--- src/fbx_pkg.sv ---
// Package: shared constants, types and the microcode program of the frame builder.
`default_nettype none
package fbx_pkg;

  localparam int unsigned MAX_PAYLOAD   = 8;
  localparam int unsigned PAYLOAD_SLOTS = 8;
  localparam int unsigned LEN_W         = $clog2(MAX_PAYLOAD + 1);
  localparam int unsigned STEP_W        = 3;
  localparam logic [7:0]  START_RESET   = 8'hAA;

  typedef enum logic [2:0] {
    SRC_START = 3'd0,
    SRC_ID_LO = 3'd1,
    SRC_ID_HI = 3'd2,
    SRC_LEN   = 3'd3,
    SRC_PAY   = 3'd4,
    SRC_SEQ   = 3'd5,
    SRC_CHK   = 3'd6
  } src_e;

  typedef enum logic [1:0] {
    COND_NEXT     = 2'd0,
    COND_END      = 2'd1,
    COND_REM_ZERO = 2'd2,
    COND_REM_MORE = 2'd3
  } cond_e;

  localparam logic [STEP_W-1:0] STEP_START = 3'd0;
  localparam logic [STEP_W-1:0] STEP_ID_LO = 3'd1;
  localparam logic [STEP_W-1:0] STEP_ID_HI = 3'd2;
  localparam logic [STEP_W-1:0] STEP_LEN   = 3'd3;
  localparam logic [STEP_W-1:0] STEP_PAY   = 3'd4;
  localparam logic [STEP_W-1:0] STEP_SEQ   = 3'd5;
  localparam logic [STEP_W-1:0] STEP_CHK   = 3'd6;

  typedef struct packed {
    src_e              src;
    logic              xor_en;
    logic              pay_pop;
    logic              seq_inc;
    logic              last;
    cond_e             cond;
    logic [STEP_W-1:0] target;
  } ucode_t;

  typedef struct packed {
    logic   fire;
    ucode_t uc;
  } ctrl_t;

  typedef struct packed {
    logic out_free;
    logic rem_zero;
    logic rem_one;
  } dp_stat_t;

  typedef struct packed {
    logic [15:0]                    msg_id;
    logic [7:0]                     payload_length;
    logic [PAYLOAD_SLOTS-1:0][7:0]  payload;
  } msg_t;

  // Control store: one word per program step.
  function automatic ucode_t ucode(input logic [STEP_W-1:0] step);
    ucode_t uc;
    uc         = '0;
    uc.src     = SRC_CHK;
    uc.cond    = COND_END;
    uc.target  = STEP_START;
    case (step)
      STEP_START: begin
        uc.src  = SRC_START;
        uc.cond = COND_NEXT;
      end
      STEP_ID_LO: begin
        uc.src    = SRC_ID_LO;
        uc.xor_en = 1'b1;
        uc.cond   = COND_NEXT;
      end
      STEP_ID_HI: begin
        uc.src    = SRC_ID_HI;
        uc.xor_en = 1'b1;
        uc.cond   = COND_NEXT;
      end
      STEP_LEN: begin
        uc.src    = SRC_LEN;
        uc.xor_en = 1'b1;
        uc.cond   = COND_REM_ZERO;
        uc.target = STEP_SEQ;
      end
      STEP_PAY: begin
        uc.src     = SRC_PAY;
        uc.xor_en  = 1'b1;
        uc.pay_pop = 1'b1;
        uc.cond    = COND_REM_MORE;
        uc.target  = STEP_PAY;
      end
      STEP_SEQ: begin
        uc.src     = SRC_SEQ;
        uc.xor_en  = 1'b1;
        uc.seq_inc = 1'b1;
        uc.cond    = COND_NEXT;
      end
      STEP_CHK: begin
        uc.src  = SRC_CHK;
        uc.last = 1'b1;
        uc.cond = COND_END;
      end
      default: begin
        uc.src  = SRC_CHK;
        uc.last = 1'b1;
        uc.cond = COND_END;
      end
    endcase
    return uc;
  endfunction

endpackage
`default_nettype wire

--- src/fbx_if.sv ---
// Interfaces: message input, frame byte output and start byte configuration channels.
`default_nettype none
interface fbx_msg_if;
  logic        valid;
  logic        ready;
  logic [15:0] msg_id;
  logic [7:0]  payload_length;
  logic [7:0]  payload_0;
  logic [7:0]  payload_1;
  logic [7:0]  payload_2;
  logic [7:0]  payload_3;
  logic [7:0]  payload_4;
  logic [7:0]  payload_5;
  logic [7:0]  payload_6;
  logic [7:0]  payload_7;

  modport source (
    output valid, msg_id, payload_length, payload_0, payload_1, payload_2, payload_3,
           payload_4, payload_5, payload_6, payload_7,
    input  ready
  );
  modport sink (
    input  valid, msg_id, payload_length, payload_0, payload_1, payload_2, payload_3,
           payload_4, payload_5, payload_6, payload_7,
    output ready
  );
endinterface

interface fbx_byte_if;
  logic       valid;
  logic       ready;
  logic [7:0] frame_byte;
  logic       last_byte;

  modport source (output valid, frame_byte, last_byte, input ready);
  modport sink (input valid, frame_byte, last_byte, output ready);
endinterface

interface fbx_cfg_if;
  logic       valid;
  logic       ready;
  logic [7:0] start_byte;

  modport source (output valid, start_byte, input ready);
  modport sink (input valid, start_byte, output ready);
endinterface
`default_nettype wire

--- src/frame_builder_xor_checksum_top.sv ---
// Top level: frame builder with XOR checksum, microcoded sequencer plus datapath.
//
//   channel    | dir | handshake        | payload
//   -----------+-----+------------------+-----------------------------------------------
//   in_msg     | in  | valid / ready    | msg_id[15:0], payload_length[7:0], payload_0..7
//   out_frame  | out | valid / ready    | frame_byte[7:0], last_byte
//   cfg        | in  | valid / ready    | start_byte[7:0] (ready is always high)
//
// A message becomes a frame of 6 + L bytes (L = length clamped to 8); one program step
// issues one byte per cycle into the single output register while out_frame is not
// stalled. The next message is taken in the cycle the checksum byte is loaded. A stall
// on out_frame freezes the program counter and the output byte.
// Reset clears the sequence number to 0 and loads the start byte with 0xAA.
`default_nettype none
module frame_builder_xor_checksum_top
  import fbx_pkg::*;
(
  input  wire logic clk_i,
  input  wire logic rst_ni,
  fbx_msg_if.sink   in_msg,
  fbx_byte_if.source out_frame,
  fbx_cfg_if.sink   cfg
);

  msg_t     msg;
  ctrl_t    ctrl;
  dp_stat_t stat;
  logic     take_ready;
  logic     accept;
  logic     cfg_we;

  // Gather the message fields into one word for the datapath.
  assign msg.msg_id         = in_msg.msg_id;
  assign msg.payload_length = in_msg.payload_length;
  assign msg.payload[0]     = in_msg.payload_0;
  assign msg.payload[1]     = in_msg.payload_1;
  assign msg.payload[2]     = in_msg.payload_2;
  assign msg.payload[3]     = in_msg.payload_3;
  assign msg.payload[4]     = in_msg.payload_4;
  assign msg.payload[5]     = in_msg.payload_5;
  assign msg.payload[6]     = in_msg.payload_6;
  assign msg.payload[7]     = in_msg.payload_7;

  assign in_msg.ready = take_ready;
  assign accept       = in_msg.valid && take_ready;

  // Users send configuration writes only while idle; not checked, so always take them.
  assign cfg.ready = 1'b1;
  assign cfg_we    = cfg.valid;

  fbx_seq u_seq (
    .clk_i       (clk_i),
    .rst_ni      (rst_ni),
    .accept_i    (accept),
    .stat_i      (stat),
    .ctrl_o      (ctrl),
    .take_ready_o(take_ready)
  );

  fbx_dp u_dp (
    .clk_i      (clk_i),
    .rst_ni     (rst_ni),
    .accept_i   (accept),
    .msg_i      (msg),
    .ctrl_i     (ctrl),
    .cfg_we_i   (cfg_we),
    .cfg_data_i (cfg.start_byte),
    .out_ready_i(out_frame.ready),
    .out_valid_o(out_frame.valid),
    .out_byte_o (out_frame.frame_byte),
    .out_last_o (out_frame.last_byte),
    .stat_o     (stat)
  );

endmodule
`default_nettype wire

--- src/fbx_seq.sv ---
// Sequencer: step counter, control store lookup and conditional jumps.
`default_nettype none
module fbx_seq
  import fbx_pkg::*;
(
  input  wire logic     clk_i,
  input  wire logic     rst_ni,
  input  wire logic     accept_i,
  input  wire dp_stat_t stat_i,
  output ctrl_t         ctrl_o,
  output logic          take_ready_o
);

  logic              busy_q, busy_d;
  logic [STEP_W-1:0] step_q, step_d;
  ucode_t            uc;
  logic              fire;

  assign uc   = ucode(step_q);
  assign fire = busy_q && stat_i.out_free;

  assign ctrl_o.fire = fire;
  assign ctrl_o.uc   = uc;

  // Take a new message when idle or while the closing byte is being issued.
  assign take_ready_o = !busy_q || (fire && (uc.cond == COND_END));

  always_comb begin
    busy_d = busy_q;
    step_d = step_q;
    if (fire) begin
      case (uc.cond)
        COND_NEXT: step_d = step_q + STEP_W'(1);
        COND_END: begin
          busy_d = 1'b0;
          step_d = STEP_START;
        end
        COND_REM_ZERO: step_d = stat_i.rem_zero ? uc.target : step_q + STEP_W'(1);
        COND_REM_MORE: step_d = stat_i.rem_one ? step_q + STEP_W'(1) : uc.target;
        default: step_d = STEP_START;
      endcase
    end
    if (accept_i) begin
      busy_d = 1'b1;
      step_d = STEP_START;
    end
  end

  always_ff @(posedge clk_i or negedge rst_ni) begin
    if (!rst_ni) begin
      busy_q <= 1'b0;
      step_q <= STEP_START;
    end else begin
      busy_q <= busy_d;
      step_q <= step_d;
    end
  end

endmodule
`default_nettype wire

--- src/fbx_dp.sv ---
// Datapath: message registers, checksum, sequence number and output register.
`default_nettype none
module fbx_dp
  import fbx_pkg::*;
(
  input  wire logic       clk_i,
  input  wire logic       rst_ni,
  input  wire logic       accept_i,
  input  wire msg_t       msg_i,
  input  wire ctrl_t      ctrl_i,
  input  wire logic       cfg_we_i,
  input  wire logic [7:0] cfg_data_i,
  input  wire logic       out_ready_i,
  output logic            out_valid_o,
  output logic [7:0]      out_byte_o,
  output logic            out_last_o,
  output dp_stat_t        stat_o
);

  logic [7:0]                   start_q;
  logic [7:0]                   seq_q;
  logic [15:0]                  id_q;
  logic [LEN_W-1:0]             len_q;
  logic [LEN_W-1:0]             rem_q;
  logic [7:0]                   chk_q;
  logic [PAYLOAD_SLOTS-1:0][7:0] pay_q;
  logic                         ovalid_q;
  logic [7:0]                   obyte_q;
  logic                         olast_q;
  logic [LEN_W-1:0]             len_clamped;
  logic [7:0]                   byte_sel;

  assign len_clamped = (msg_i.payload_length > 8'(MAX_PAYLOAD)) ?
                       LEN_W'(MAX_PAYLOAD) : msg_i.payload_length[LEN_W-1:0];

  always_comb begin
    case (ctrl_i.uc.src)
      SRC_START: byte_sel = start_q;
      SRC_ID_LO: byte_sel = id_q[7:0];
      SRC_ID_HI: byte_sel = id_q[15:8];
      SRC_LEN:   byte_sel = 8'(len_q);
      SRC_PAY:   byte_sel = pay_q[0];
      SRC_SEQ:   byte_sel = seq_q;
      SRC_CHK:   byte_sel = chk_q;
      default:   byte_sel = chk_q;
    endcase
  end

  assign stat_o.out_free = !ovalid_q || out_ready_i;
  assign stat_o.rem_zero = (rem_q == '0);
  assign stat_o.rem_one  = (rem_q == LEN_W'(1));

  assign out_valid_o = ovalid_q;
  assign out_byte_o  = obyte_q;
  assign out_last_o  = olast_q;

  always_ff @(posedge clk_i or negedge rst_ni) begin
    if (!rst_ni) begin
      start_q  <= START_RESET;
      seq_q    <= '0;
      ovalid_q <= 1'b0;
    end else begin
      if (cfg_we_i) begin
        start_q <= cfg_data_i;
      end
      if (ctrl_i.fire) begin
        ovalid_q <= 1'b1;
        if (ctrl_i.uc.seq_inc) begin
          seq_q <= seq_q + 8'd1;
        end
      end else if (out_ready_i) begin
        ovalid_q <= 1'b0;
      end
    end
  end

  always_ff @(posedge clk_i) begin
    if (ctrl_i.fire) begin
      obyte_q <= byte_sel;
      olast_q <= ctrl_i.uc.last;
      if (ctrl_i.uc.xor_en) begin
        chk_q <= chk_q ^ byte_sel;
      end
      if (ctrl_i.uc.pay_pop) begin
        rem_q <= rem_q - LEN_W'(1);
        for (int i = 0; i < PAYLOAD_SLOTS - 1; i++) begin
          pay_q[i] <= pay_q[i+1];
        end
        pay_q[PAYLOAD_SLOTS-1] <= '0;
      end
    end
    // A new message lands when idle or in the cycle the previous checksum byte is loaded into the output register.
    if (accept_i) begin
      id_q  <= msg_i.msg_id;
      len_q <= len_clamped;
      rem_q <= len_clamped;
      chk_q <= '0;
      pay_q <= msg_i.payload;
    end
  end

endmodule
`default_nettype wire

--- src/flat_wrapper.sv ---
// flat-port wrapper written by rule: the top's interface ports become plain ports
module frame_builder_xor_checksum_top_flat import fbx_pkg::*;
  (clk_i, rst_ni, in_msg_valid, in_msg_msg_id, in_msg_payload_length, in_msg_payload_0, in_msg_payload_1, in_msg_payload_2, in_msg_payload_3, in_msg_payload_4, in_msg_payload_5, in_msg_payload_6, in_msg_payload_7, in_msg_ready, out_frame_valid, out_frame_frame_byte, out_frame_last_byte, out_frame_ready, cfg_valid, cfg_start_byte, cfg_ready);
  fbx_msg_if in_msg_i ();
  fbx_byte_if out_frame_i ();
  fbx_cfg_if cfg_i ();
  input  wire logic clk_i;
  input  wire logic rst_ni;
  input wire logic [$bits(in_msg_i.valid)-1:0] in_msg_valid;
  input wire logic [$bits(in_msg_i.msg_id)-1:0] in_msg_msg_id;
  input wire logic [$bits(in_msg_i.payload_length)-1:0] in_msg_payload_length;
  input wire logic [$bits(in_msg_i.payload_0)-1:0] in_msg_payload_0;
  input wire logic [$bits(in_msg_i.payload_1)-1:0] in_msg_payload_1;
  input wire logic [$bits(in_msg_i.payload_2)-1:0] in_msg_payload_2;
  input wire logic [$bits(in_msg_i.payload_3)-1:0] in_msg_payload_3;
  input wire logic [$bits(in_msg_i.payload_4)-1:0] in_msg_payload_4;
  input wire logic [$bits(in_msg_i.payload_5)-1:0] in_msg_payload_5;
  input wire logic [$bits(in_msg_i.payload_6)-1:0] in_msg_payload_6;
  input wire logic [$bits(in_msg_i.payload_7)-1:0] in_msg_payload_7;
  output wire logic [$bits(in_msg_i.ready)-1:0] in_msg_ready;
  output wire logic [$bits(out_frame_i.valid)-1:0] out_frame_valid;
  output wire logic [$bits(out_frame_i.frame_byte)-1:0] out_frame_frame_byte;
  output wire logic [$bits(out_frame_i.last_byte)-1:0] out_frame_last_byte;
  input wire logic [$bits(out_frame_i.ready)-1:0] out_frame_ready;
  input wire logic [$bits(cfg_i.valid)-1:0] cfg_valid;
  input wire logic [$bits(cfg_i.start_byte)-1:0] cfg_start_byte;
  output wire logic [$bits(cfg_i.ready)-1:0] cfg_ready;
  assign in_msg_i.valid = in_msg_valid;
  assign in_msg_i.msg_id = in_msg_msg_id;
  assign in_msg_i.payload_length = in_msg_payload_length;
  assign in_msg_i.payload_0 = in_msg_payload_0;
  assign in_msg_i.payload_1 = in_msg_payload_1;
  assign in_msg_i.payload_2 = in_msg_payload_2;
  assign in_msg_i.payload_3 = in_msg_payload_3;
  assign in_msg_i.payload_4 = in_msg_payload_4;
  assign in_msg_i.payload_5 = in_msg_payload_5;
  assign in_msg_i.payload_6 = in_msg_payload_6;
  assign in_msg_i.payload_7 = in_msg_payload_7;
  assign in_msg_ready = in_msg_i.ready;
  assign out_frame_valid = out_frame_i.valid;
  assign out_frame_frame_byte = out_frame_i.frame_byte;
  assign out_frame_last_byte = out_frame_i.last_byte;
  assign out_frame_i.ready = out_frame_ready;
  assign cfg_i.valid = cfg_valid;
  assign cfg_i.start_byte = cfg_start_byte;
  assign cfg_ready = cfg_i.ready;
  frame_builder_xor_checksum_top u_core (.clk_i(clk_i), .rst_ni(rst_ni), .in_msg(in_msg_i), .out_frame(out_frame_i), .cfg(cfg_i));
endmodule
--- config.mk ---
export PLATFORM = sky130hd
export DESIGN_NAME = frame_builder_xor_checksum_top_flat
export DESIGN_NICKNAME = d
export VERILOG_FILES = /design/src/fbx_pkg.sv /design/src/fbx_if.sv /design/src/frame_builder_xor_checksum_top.sv /design/src/fbx_seq.sv /design/src/fbx_dp.sv /design/src/flat_wrapper.sv
export SDC_FILE = /design/constraint.sdc
export NUM_CORES = 1
export LEC_CHECK = 0
export ABC_CLOCK_PERIOD_IN_PS = 10850
export BUFFER_PORTS_ARGS = -buffer_cell sky130_fd_sc_hd__buf_2
export CAP_MARGIN = 20
export CORE_ASPECT_RATIO = 1.25
export CORE_UTILIZATION = 55
export DETAILED_ROUTE_END_ITERATION = 10
export PLACE_DENSITY_LB_ADDON = 0.05
export SYNTH_ARGS = -nofsm -noshare
export SYNTH_HDL_FRONTEND = slang
export SYNTH_SLANG_ARGS = --single-unit
--- constraint.sdc ---
create_clock -name clk_i -period 10.85 [get_ports clk_i]
set_input_delay 0.5425 -clock clk_i [delete_from_list [all_inputs] [get_ports clk_i]]
set_output_delay 0.5425 -clock clk_i [all_outputs]
set_load 0.01 [all_outputs]
==> key figures, run 1 <==
Outcome
  • Status: complete, no violations

Worst setup path
  • Crit. Startpoint: u_core.u_seq.step_q[2]$_DFFE_PN0P_
  • CP endpoint kind: flop
  • Reg2reg start: u_core.u_seq.step_q[2]$_DFFE_PN0P_
  • CP arrival: about 4.3 ns
  • Worst Path Max Fanout: 63
  • Startpoint Class: flop
  • Worst Path Required: between 10 and 15 ns
  • Worst setup path endpoint: u_core.u_dp.pay_q[46]$_DFFE_PP_
  • R2r endpoint: u_core.u_dp.pay_q[46]$_DFFE_PP_
  • Critical path class: flop to flop
  • Internal reg-to-reg setup slack: 6.69 ns
  • R2R cell count: 8

Clocking
  • H-Tree Depth: 4
  • Clock Pin Slew Worst Setup and Hold Paths: 0.06 ns
  • Postcts setup bufs: 0
  • Post_cts resized: 0
  • Total CTS buffers: 17
  • CTS max path bufs: 2
  • CTS Root Cell: clkbuf_16
  • Worst-Skew Late Latency: just over 0.4 ns
  • # hold bufs at CTS: 0
  • Clk sinks: between 100 and 150
  • TritonCTS clock tree: done

GRT
  • Number of global-route vias before repair: roughly 4.0k
  • First-pass GRT wire length: 18,700 um
  • Initial antenna violation count: 0
  • Total GRT Usage: a little under a quarter
  • Maximum number of pins on one net before global-route repair: 69
  • Grt ovf: 0

Timing
  • Max Fclk: 0.240 GHz
  • Final hold vios: 0
  • Final setup fails: 0
  • Tcrit/Tclk final: 38.3%
  • Fin. max-slew vios: 0
  • Least-Margin Pin Slew: 0.846 ns
  • Worst setup margin: roughly 6.7 ns
  • Worst slew margin: around 44%
  • RSZ-0062 raised after global routing: no
  • Fin Clk Skew: roughly 0.0043 ns
  • Min Tclk post-route: about 4.2 ns
  • Setup tns final: 0 ns

Final layout
  • Share of layout cells above drive strength 1: about 43%
  • Area Growth Syn to Fin: 20.7%
  • Area occupied by multi-input gates: about 2200 um^2
  • Inserted Diodes: 0
  • Layout Nets: between 600 and 700
  • Register area: between 3000 and 4000 um^2
  • Fill cells: around 800

Floorplanning
  • Die Ht: approximately 120 um
  • Die X: 94.9 um
  • IO Count: around 110
  • Initial Util: between 50 and 60%
  • Core area: approximately 11,000 um^2
  • Die area: roughly 11,000 um^2
  • Std cell rows: 42

Synthesis
  • Compound-Gate Fraction of Synth Area: under 10%
  • Top cells by instance count after synthesis: edfxtp_1, mux2_2, nand2_1
  • Post-synth EDFFs: just under 100
  • Register bit total from synthesis: 126
  • Simple-gate share of the synthesized area: under 10%
  • Syn avg cell area: roughly 14 um^2
  • Largest family of logic cells by synthesized area: multiplexers
  • Syn_nets: between 500 and 600
  • Cell accounting for the most synthesized area: edfxtp_1
  • Unique cell type count in the Yosys netlist: 54
  • YS warnings: 0
  • Count leader, synth: edfxtp_1
  • Seq/Total Area, Yosys: approximately three fifths
  • Synth top area cells: edfxtp_1, mux2_2, dfrtp_1
  • Synth Cell Area: between 5000 and 6000 um^2
  • Synth top area share: around half
  • Post-Synth XOR/XNOR Area: between 1 and 1.5%
  • Adder-cell share of the synthesized area: about 2.5%
  • Mux cell area share after synthesis: between 10% and 20%
  • Ys flop type: edfxtp_1
  • Post-Synthesis Cells: 415
  • Post-synth ARST share: approximately 17%

Routing
  • Final WL: 11,800 um
  • DRT iter0 DRCs: around 190
  • Routed length per instance: 17.5 um
  • Antenna Nets Post-Route: 0
  • TritonRoute pass-1 iters: 4
  • DRC viols: 0
  • Vias per cell: 5.65
  • Via count: 3,816

Power and ir drop
  • Leakage: around 2.9 nW
  • Peak VDD IR: roughly 0.12 mV
  • Power Density: approximately 290 nW/um^2

Placement
  • PortBufs: 111
  • Post-DP HPWL: 8230 um
  • Place WS: ~6.7 ns
  • Gpl congestion: ~0.86

Flow run
  • Number of max-cap violations: 0

Min path
  • Worst Hold Class: input port to asynchronous set/reset pin
per-stage QoR:
step	instance area, um^2	hold slack (ns)	power (mW)	std cells	utilization, %
6_report	7160	0.0948	2.10	675	67.8
5_1_grt	7160	0.139	2.21	675	67.8
4_1_cts	7160	0.119	2.11	675	67.8
3_5_place_dp	6580	0.472	1.55	643	62.3
3_3_place_gp	6580	0.456	1.51	643	62.3
2_1_floorplan	5940	0.247	1.39	415	-
per-layer routing:
layer	vias to the layer above	share of wire (%)	track usage, %
li1	1819	-	-
met1	1857	38	23.9
met2	113	53	38.3
met3	27	6.0	7.34
met4	0	3.8	13.5
met5	-	0	0
state kept, by name (all words and copies together), names as in the netlist:
register,flops
u_core.u_dp.out_valid_o,1
u_core.u_dp.rem_q,4
u_core.u_dp.id_q,16
u_core.u_dp.pay_q,64
u_core.u_dp.chk_q,8
u_core.u_dp.len_q,4
u_core.u_dp.start_q,8
u_core.u_seq.step_q,3
u_core.u_dp.out_byte_o,8
u_core.u_seq.busy_q,1
u_core.u_dp.seq_q,8
u_core.u_dp.out_last_o,1
final cells by class:
cell class | instances | share of cell area (%)
tap | 132 | 2.31
clock buffer | 18 | 5.99
timing repair buffer | 115 | 8.17
multi-input combinational | 252 | 30.2
inverter | 18 | 0.961
clock inverter | 14 | 2.10
sequential | 126 | 50.3
layout by cell type, fill, tap and decap left out, types with 6 or more instances in the layout:
| master | count |
|---|---|
| ha_1 | 12 |
| mux2_2 | 75 |
| and3_1 | 13 |
| and2_1 | 8 |
| xnor2_1 | 6 |
| dfrtp_1 | 17 |
| a21oi_1 | 6 |
| clkbuf_16 | 17 |
| o21ai_0 | 9 |
| dfxtp_1 | 8 |
| nand2_1 | 26 |
| nand3_1 | 7 |
| buf_2 | 111 |
| inv_1 | 17 |
| clkinv_2 | 6 |
| edfxtp_1 | 97 |
cell families (layout without fill, tap and decap cells):
family	after synthesis	after routing
flip-flops	126	126
AND/OR/NAND/NOR	81	81
multiplexers	78	78
AO/OA/AOI/OAI	71	71
buffers and inverters	37	165
adder cells (fa/ha/maj)	12	12
XOR/XNOR	9	9
other	1	1
power breakdown:
part	internal [mW]	leakage (nW)	total, mW	switching, mW
combinational	0.335	1.37	0.735	0.400
sequential	0.742	1.22	0.811	0.0699
clock	0.356	0.282	0.556	0.200
critical path: stages (launching register included):
cell and delay [ns]:
dfrtp_1 0.76, inv_1 0.30, ha_1 0.36, o41ai_2 0.36, buf_4 0.22, nand2_1 0.31
clkinv_2 0.43, buf_4 0.70, mux2_2 0.41
worst min-delay path by stage:
stage,from,to,depth (start not counted)
5_1_grt,rst_ni,u_core.u_dp.seq_q[1]$_DFFE_PN0P_,1
3_3_place_gp,u_core.u_dp.chk_q[1]$_SDFFE_PP0P_,u_core.u_dp.chk_q[1]$_SDFFE_PP0P_,2
6_report,rst_ni,u_core.u_dp.seq_q[1]$_DFFE_PN0P_,1
4_1_cts,rst_ni,u_core.u_dp.seq_q[1]$_DFFE_PN0P_,1
2_1_floorplan,rst_ni,u_core.u_dp.out_valid_o$_DFFE_PN0P_,0
3_5_place_dp,u_core.u_dp.chk_q[3]$_SDFFE_PP0P_,u_core.u_dp.chk_q[3]$_SDFFE_PP0P_,2
Power figures use the tool's default switching activity.
==> run 2, diff against run 1 <==
--- a/config.mk
+++ b/config.mk
@@ -5,11 +5,11 @@
 export SDC_FILE = /design/constraint.sdc
 export NUM_CORES = 1
 export LEC_CHECK = 0
-export ABC_CLOCK_PERIOD_IN_PS = 10850
+export ABC_CLOCK_PERIOD_IN_PS = 3800
 export BUFFER_PORTS_ARGS = -buffer_cell sky130_fd_sc_hd__buf_2
 export CAP_MARGIN = 20
 export CORE_ASPECT_RATIO = 1.25
-export CORE_UTILIZATION = 55
+export CORE_UTILIZATION = 50
 export DETAILED_ROUTE_END_ITERATION = 10
 export PLACE_DENSITY_LB_ADDON = 0.05
 export SYNTH_ARGS = -nofsm -noshare
==> constraint.sdc (replaced) <==
create_clock -name clk_i -period 3.8 [get_ports clk_i]
set_input_delay 0.19 -clock clk_i [delete_from_list [all_inputs] [get_ports clk_i]]
set_output_delay 0.19 -clock clk_i [all_outputs]
set_load 0.01 [all_outputs]
==> key figures, run 2 (same netlist as run 1, synthesis figures left out) <==
Placement
  • Place WS: roughly 0.56 ns
  • PortBufs: between 100 and 150
  • Gpl congestion: 0.839
  • Post-DP HPWL: roughly 8700 um

Final layout
  • Commonest non-fill, non-tap cell in the layout: buf_2
  • Layout Nets: 670
  • Largest Register: u_core.u_dp.pay_q
  • Fill cells: slightly above 900
  • Commonest non-fill, non-tap cells in the layout: buf_2, edfxtp_1, mux2_2
  • Area Growth Syn to Fin: 26.2%
  • Max reg flops: 64
  • Inserted Diodes: 0
  • Share of layout cells above drive strength 1: 43.5%
  • Biggest regs: u_core.u_dp.pay_q x64, u_core.u_dp.id_q x16

Routing
  • Antenna Nets Post-Route: 0
  • DRC viols: 0
  • Via count: 3,849
  • Routed length per instance: between 15 and 20 um
  • TritonRoute pass-1 iters: 4
  • Final WL: about 12,000 um
  • Vias per cell: approximately 5.3
  • DRT iter0 DRCs: ~110

Floorplanning
  • Die area: 12,300 um^2
  • Std cell rows: between 40 and 50
  • Die X: 99.5 um
  • Initial Util: about half
  • Die Ht: 124 um
  • IO Count: roughly 110
  • Core area: 11,600 um^2

GRT
  • Grt ovf: 0
  • First-pass GRT wire length: approximately 19,000 um
  • Total GRT Usage: a little over a fifth
  • Maximum number of pins on one net before global-route repair: 34
  • Number of global-route vias before repair: 3,916
  • Initial antenna violation count: 0

Power and ir drop
  • Peak VDD IR: about 0.45 mV
  • Reg power frac: between 30% and 40%
  • Sw Ratio: about a third
  • Psw: around 2.0 mW
  • Clock network fraction of design power: between 20% and 30%
  • Leakage: roughly 3.0 nW
  • Comb power frac: a little over a third
  • Internal power: 4.18 mW
  • Power Density: approximately 800 nW/um^2

Clocking
  • Worst-Skew Late Latency: roughly 0.4 ns
  • Postcts setup bufs: 0
  • CTS Root Cell: clkbuf_16
  • Clock Pin Slew Worst Setup and Hold Paths: ~0.060 ns
  • Clk sinks: 126
  • TritonCTS clock tree: done
  • CTS max path bufs: 2
  • H-Tree Depth: 4
  • Total CTS buffers: 17
  • Post_cts resized: 0

Worst setup path
  • Reg2reg start: u_core.u_seq.step_q[1]$_DFFE_PN0P_
  • CP Buf/Inv Count: 2
  • Internal reg-to-reg setup slack: between 0.5 and 0.6 ns
  • Crit path cell chain: inv_1, ha_1, o21a_1, inv_1, ha_1, or3b_1, a21boi_0, a22o_1, o31ai_1, a221oi_2
  • Worst Path Required: just over 4 ns
  • Critical path class: flop to flop
  • CP delay by family, top: compound AO/OA/AOI/OAI gates
  • R2R cell count: 10
  • CP endpoint kind: flop
  • Slowest stage delay, CP: around 0.5 ns
  • Worst Path Max Fanout: 14
  • Crit path max-delay cell type: a21boi_0
  • CP arrival: approximately 3.6 ns
  • Startpoint Class: flop
  • R2r endpoint: u_core.u_dp.chk_q[3]$_SDFFE_PP0P_

Timing
  • Max Fclk: about 0.31 GHz
  • Worst setup margin: 0.525 ns
  • Setup tns final: 0 ns
  • RSZ-0062 raised after global routing: no
  • Tcrit/Tclk final: a little under nine tenths
  • Final hold vios: 0
  • Worst slew margin: 44.5%
  • Final setup fails: 0
  • Min Tclk post-route: approximately 3.3 ns
  • Fin Clk Skew: approximately 0.0057 ns
  • Least-Margin Pin Slew: between 0.8 and 0.9 ns
  • Fin. max-slew vios: 0

Outcome
  • Status: complete, no violations

Min path
  • Hold depth: 2
  • Worst Hold Class: input port to flop
  • Hold Path Sink: u_core.u_dp.start_q[1]$_DFFE_PN1P_
  • Hold Crit Start: cfg_start_byte[1]

Flow run
  • Number of max-cap violations: 0
==> run 2: changes by cell type in the layout (fill, tap and decap cells not counted) <==
cell	delta
buf_4	+7
clkinvlp_4	+3
inv_6	+1
dlygate4sd3_1	+18
clkinv_1	-3
buf_12	+2
clkinv_2	-2
clkinv_4	+1
==> run 2: area by class of cell <==
| type | instances | area [um^2] | area share (%) |
|---|---|---|---|
| Multi-Input combinational cell | 252 | 2160 | 28.8 |
| Clock buffer | 18 | 429 | 5.73 |
| Tap cell | 161 | 201 | 2.69 |
| Sequential cell | 126 | 3600 | 48.1 |
| Timing Repair Buffer | 142 | 858 | 11.5 |
| Clock inverter | 14 | 169 | 2.25 |
| Inverter | 18 | 68.8 | 0.919 |
==> run 2: worst max path at each step <==
stage	startpoint	endpoint	slack [ns]	depth (start not counted)
2_1_floorplan	u_core.u_seq.step_q[0]$_DFFE_PN0P_	u_core.u_dp.pay_q[0]$_DFFE_PP_	0.67	5
3_3_place_gp	u_core.u_seq.step_q[0]$_DFFE_PN0P_	u_core.u_dp.out_byte_o[3]$_DFFE_PP_	0.66	9
3_5_place_dp	u_core.u_seq.step_q[1]$_DFFE_PN0P_	u_core.u_dp.out_byte_o[0]$_DFFE_PP_	0.56	10
4_1_cts	u_core.u_seq.step_q[1]$_DFFE_PN0P_	u_core.u_dp.chk_q[3]$_SDFFE_PP0P_	0.56	10
5_1_grt	u_core.u_seq.step_q[1]$_DFFE_PN0P_	u_core.u_dp.chk_q[1]$_SDFFE_PP0P_	0.26	10
6_report	u_core.u_seq.step_q[1]$_DFFE_PN0P_	u_core.u_dp.chk_q[3]$_SDFFE_PP0P_	0.53	10
==> run 2: per-layer routing <==
layer | GRT usage (%) | wire, um | vias up
li1 | - | - | 1865
met1 | 23.3 | 5020 | 1866
met2 | 37.1 | 6370 | 98
met3 | 6.45 | 585 | 20
met4 | 11.0 | 311 | 0
met5 | 0 | 0 | -
==> run 2: power groups by stage <==
stage,registers (mW),clock network [mW],logic (mW)
2_1_floorplan,2.30,0,1.64
3_3_place_gp,2.29,0,2.15
3_5_place_dp,2.31,0,2.21
4_1_cts,2.28,1.66,2.24
5_1_grt,2.33,1.71,2.44
6_report,2.28,1.63,2.23
==> run 2: per-stage QoR <==
step	util (%)	hold slack, ns	std cells	power, mW	cell area (um^2)
final	64.5	0.0168	731	6.14	7490
after global routing	64.5	0.0109	731	6.48	7490
after CTS	64.5	0.000991	731	6.18	7490
after detailed placement	57.8	0.187	681	4.52	6710
after global placement	57.8	0.182	681	4.44	6710
after floorplan	-	-0.106	415	3.94	5940
==> run 2: worst reg2reg max path, cell delays in order (launching register included) <==
cell	delay, ns
dfrtp_1	0.44
inv_1	0.12
ha_1	0.34
o21a_1	0.28
inv_1	0.18
ha_1	0.23
or3b_1	0.48
a21boi_0	0.50
a22o_1	0.24
o31ai_1	0.08
a221oi_2	0.29
==> run 2: repair_timing <==
action	4_1_cts	5_1_grt
endpoints found under the hold margin	34	0
endpoints found under the setup margin	0	0
hold buffers	18	0
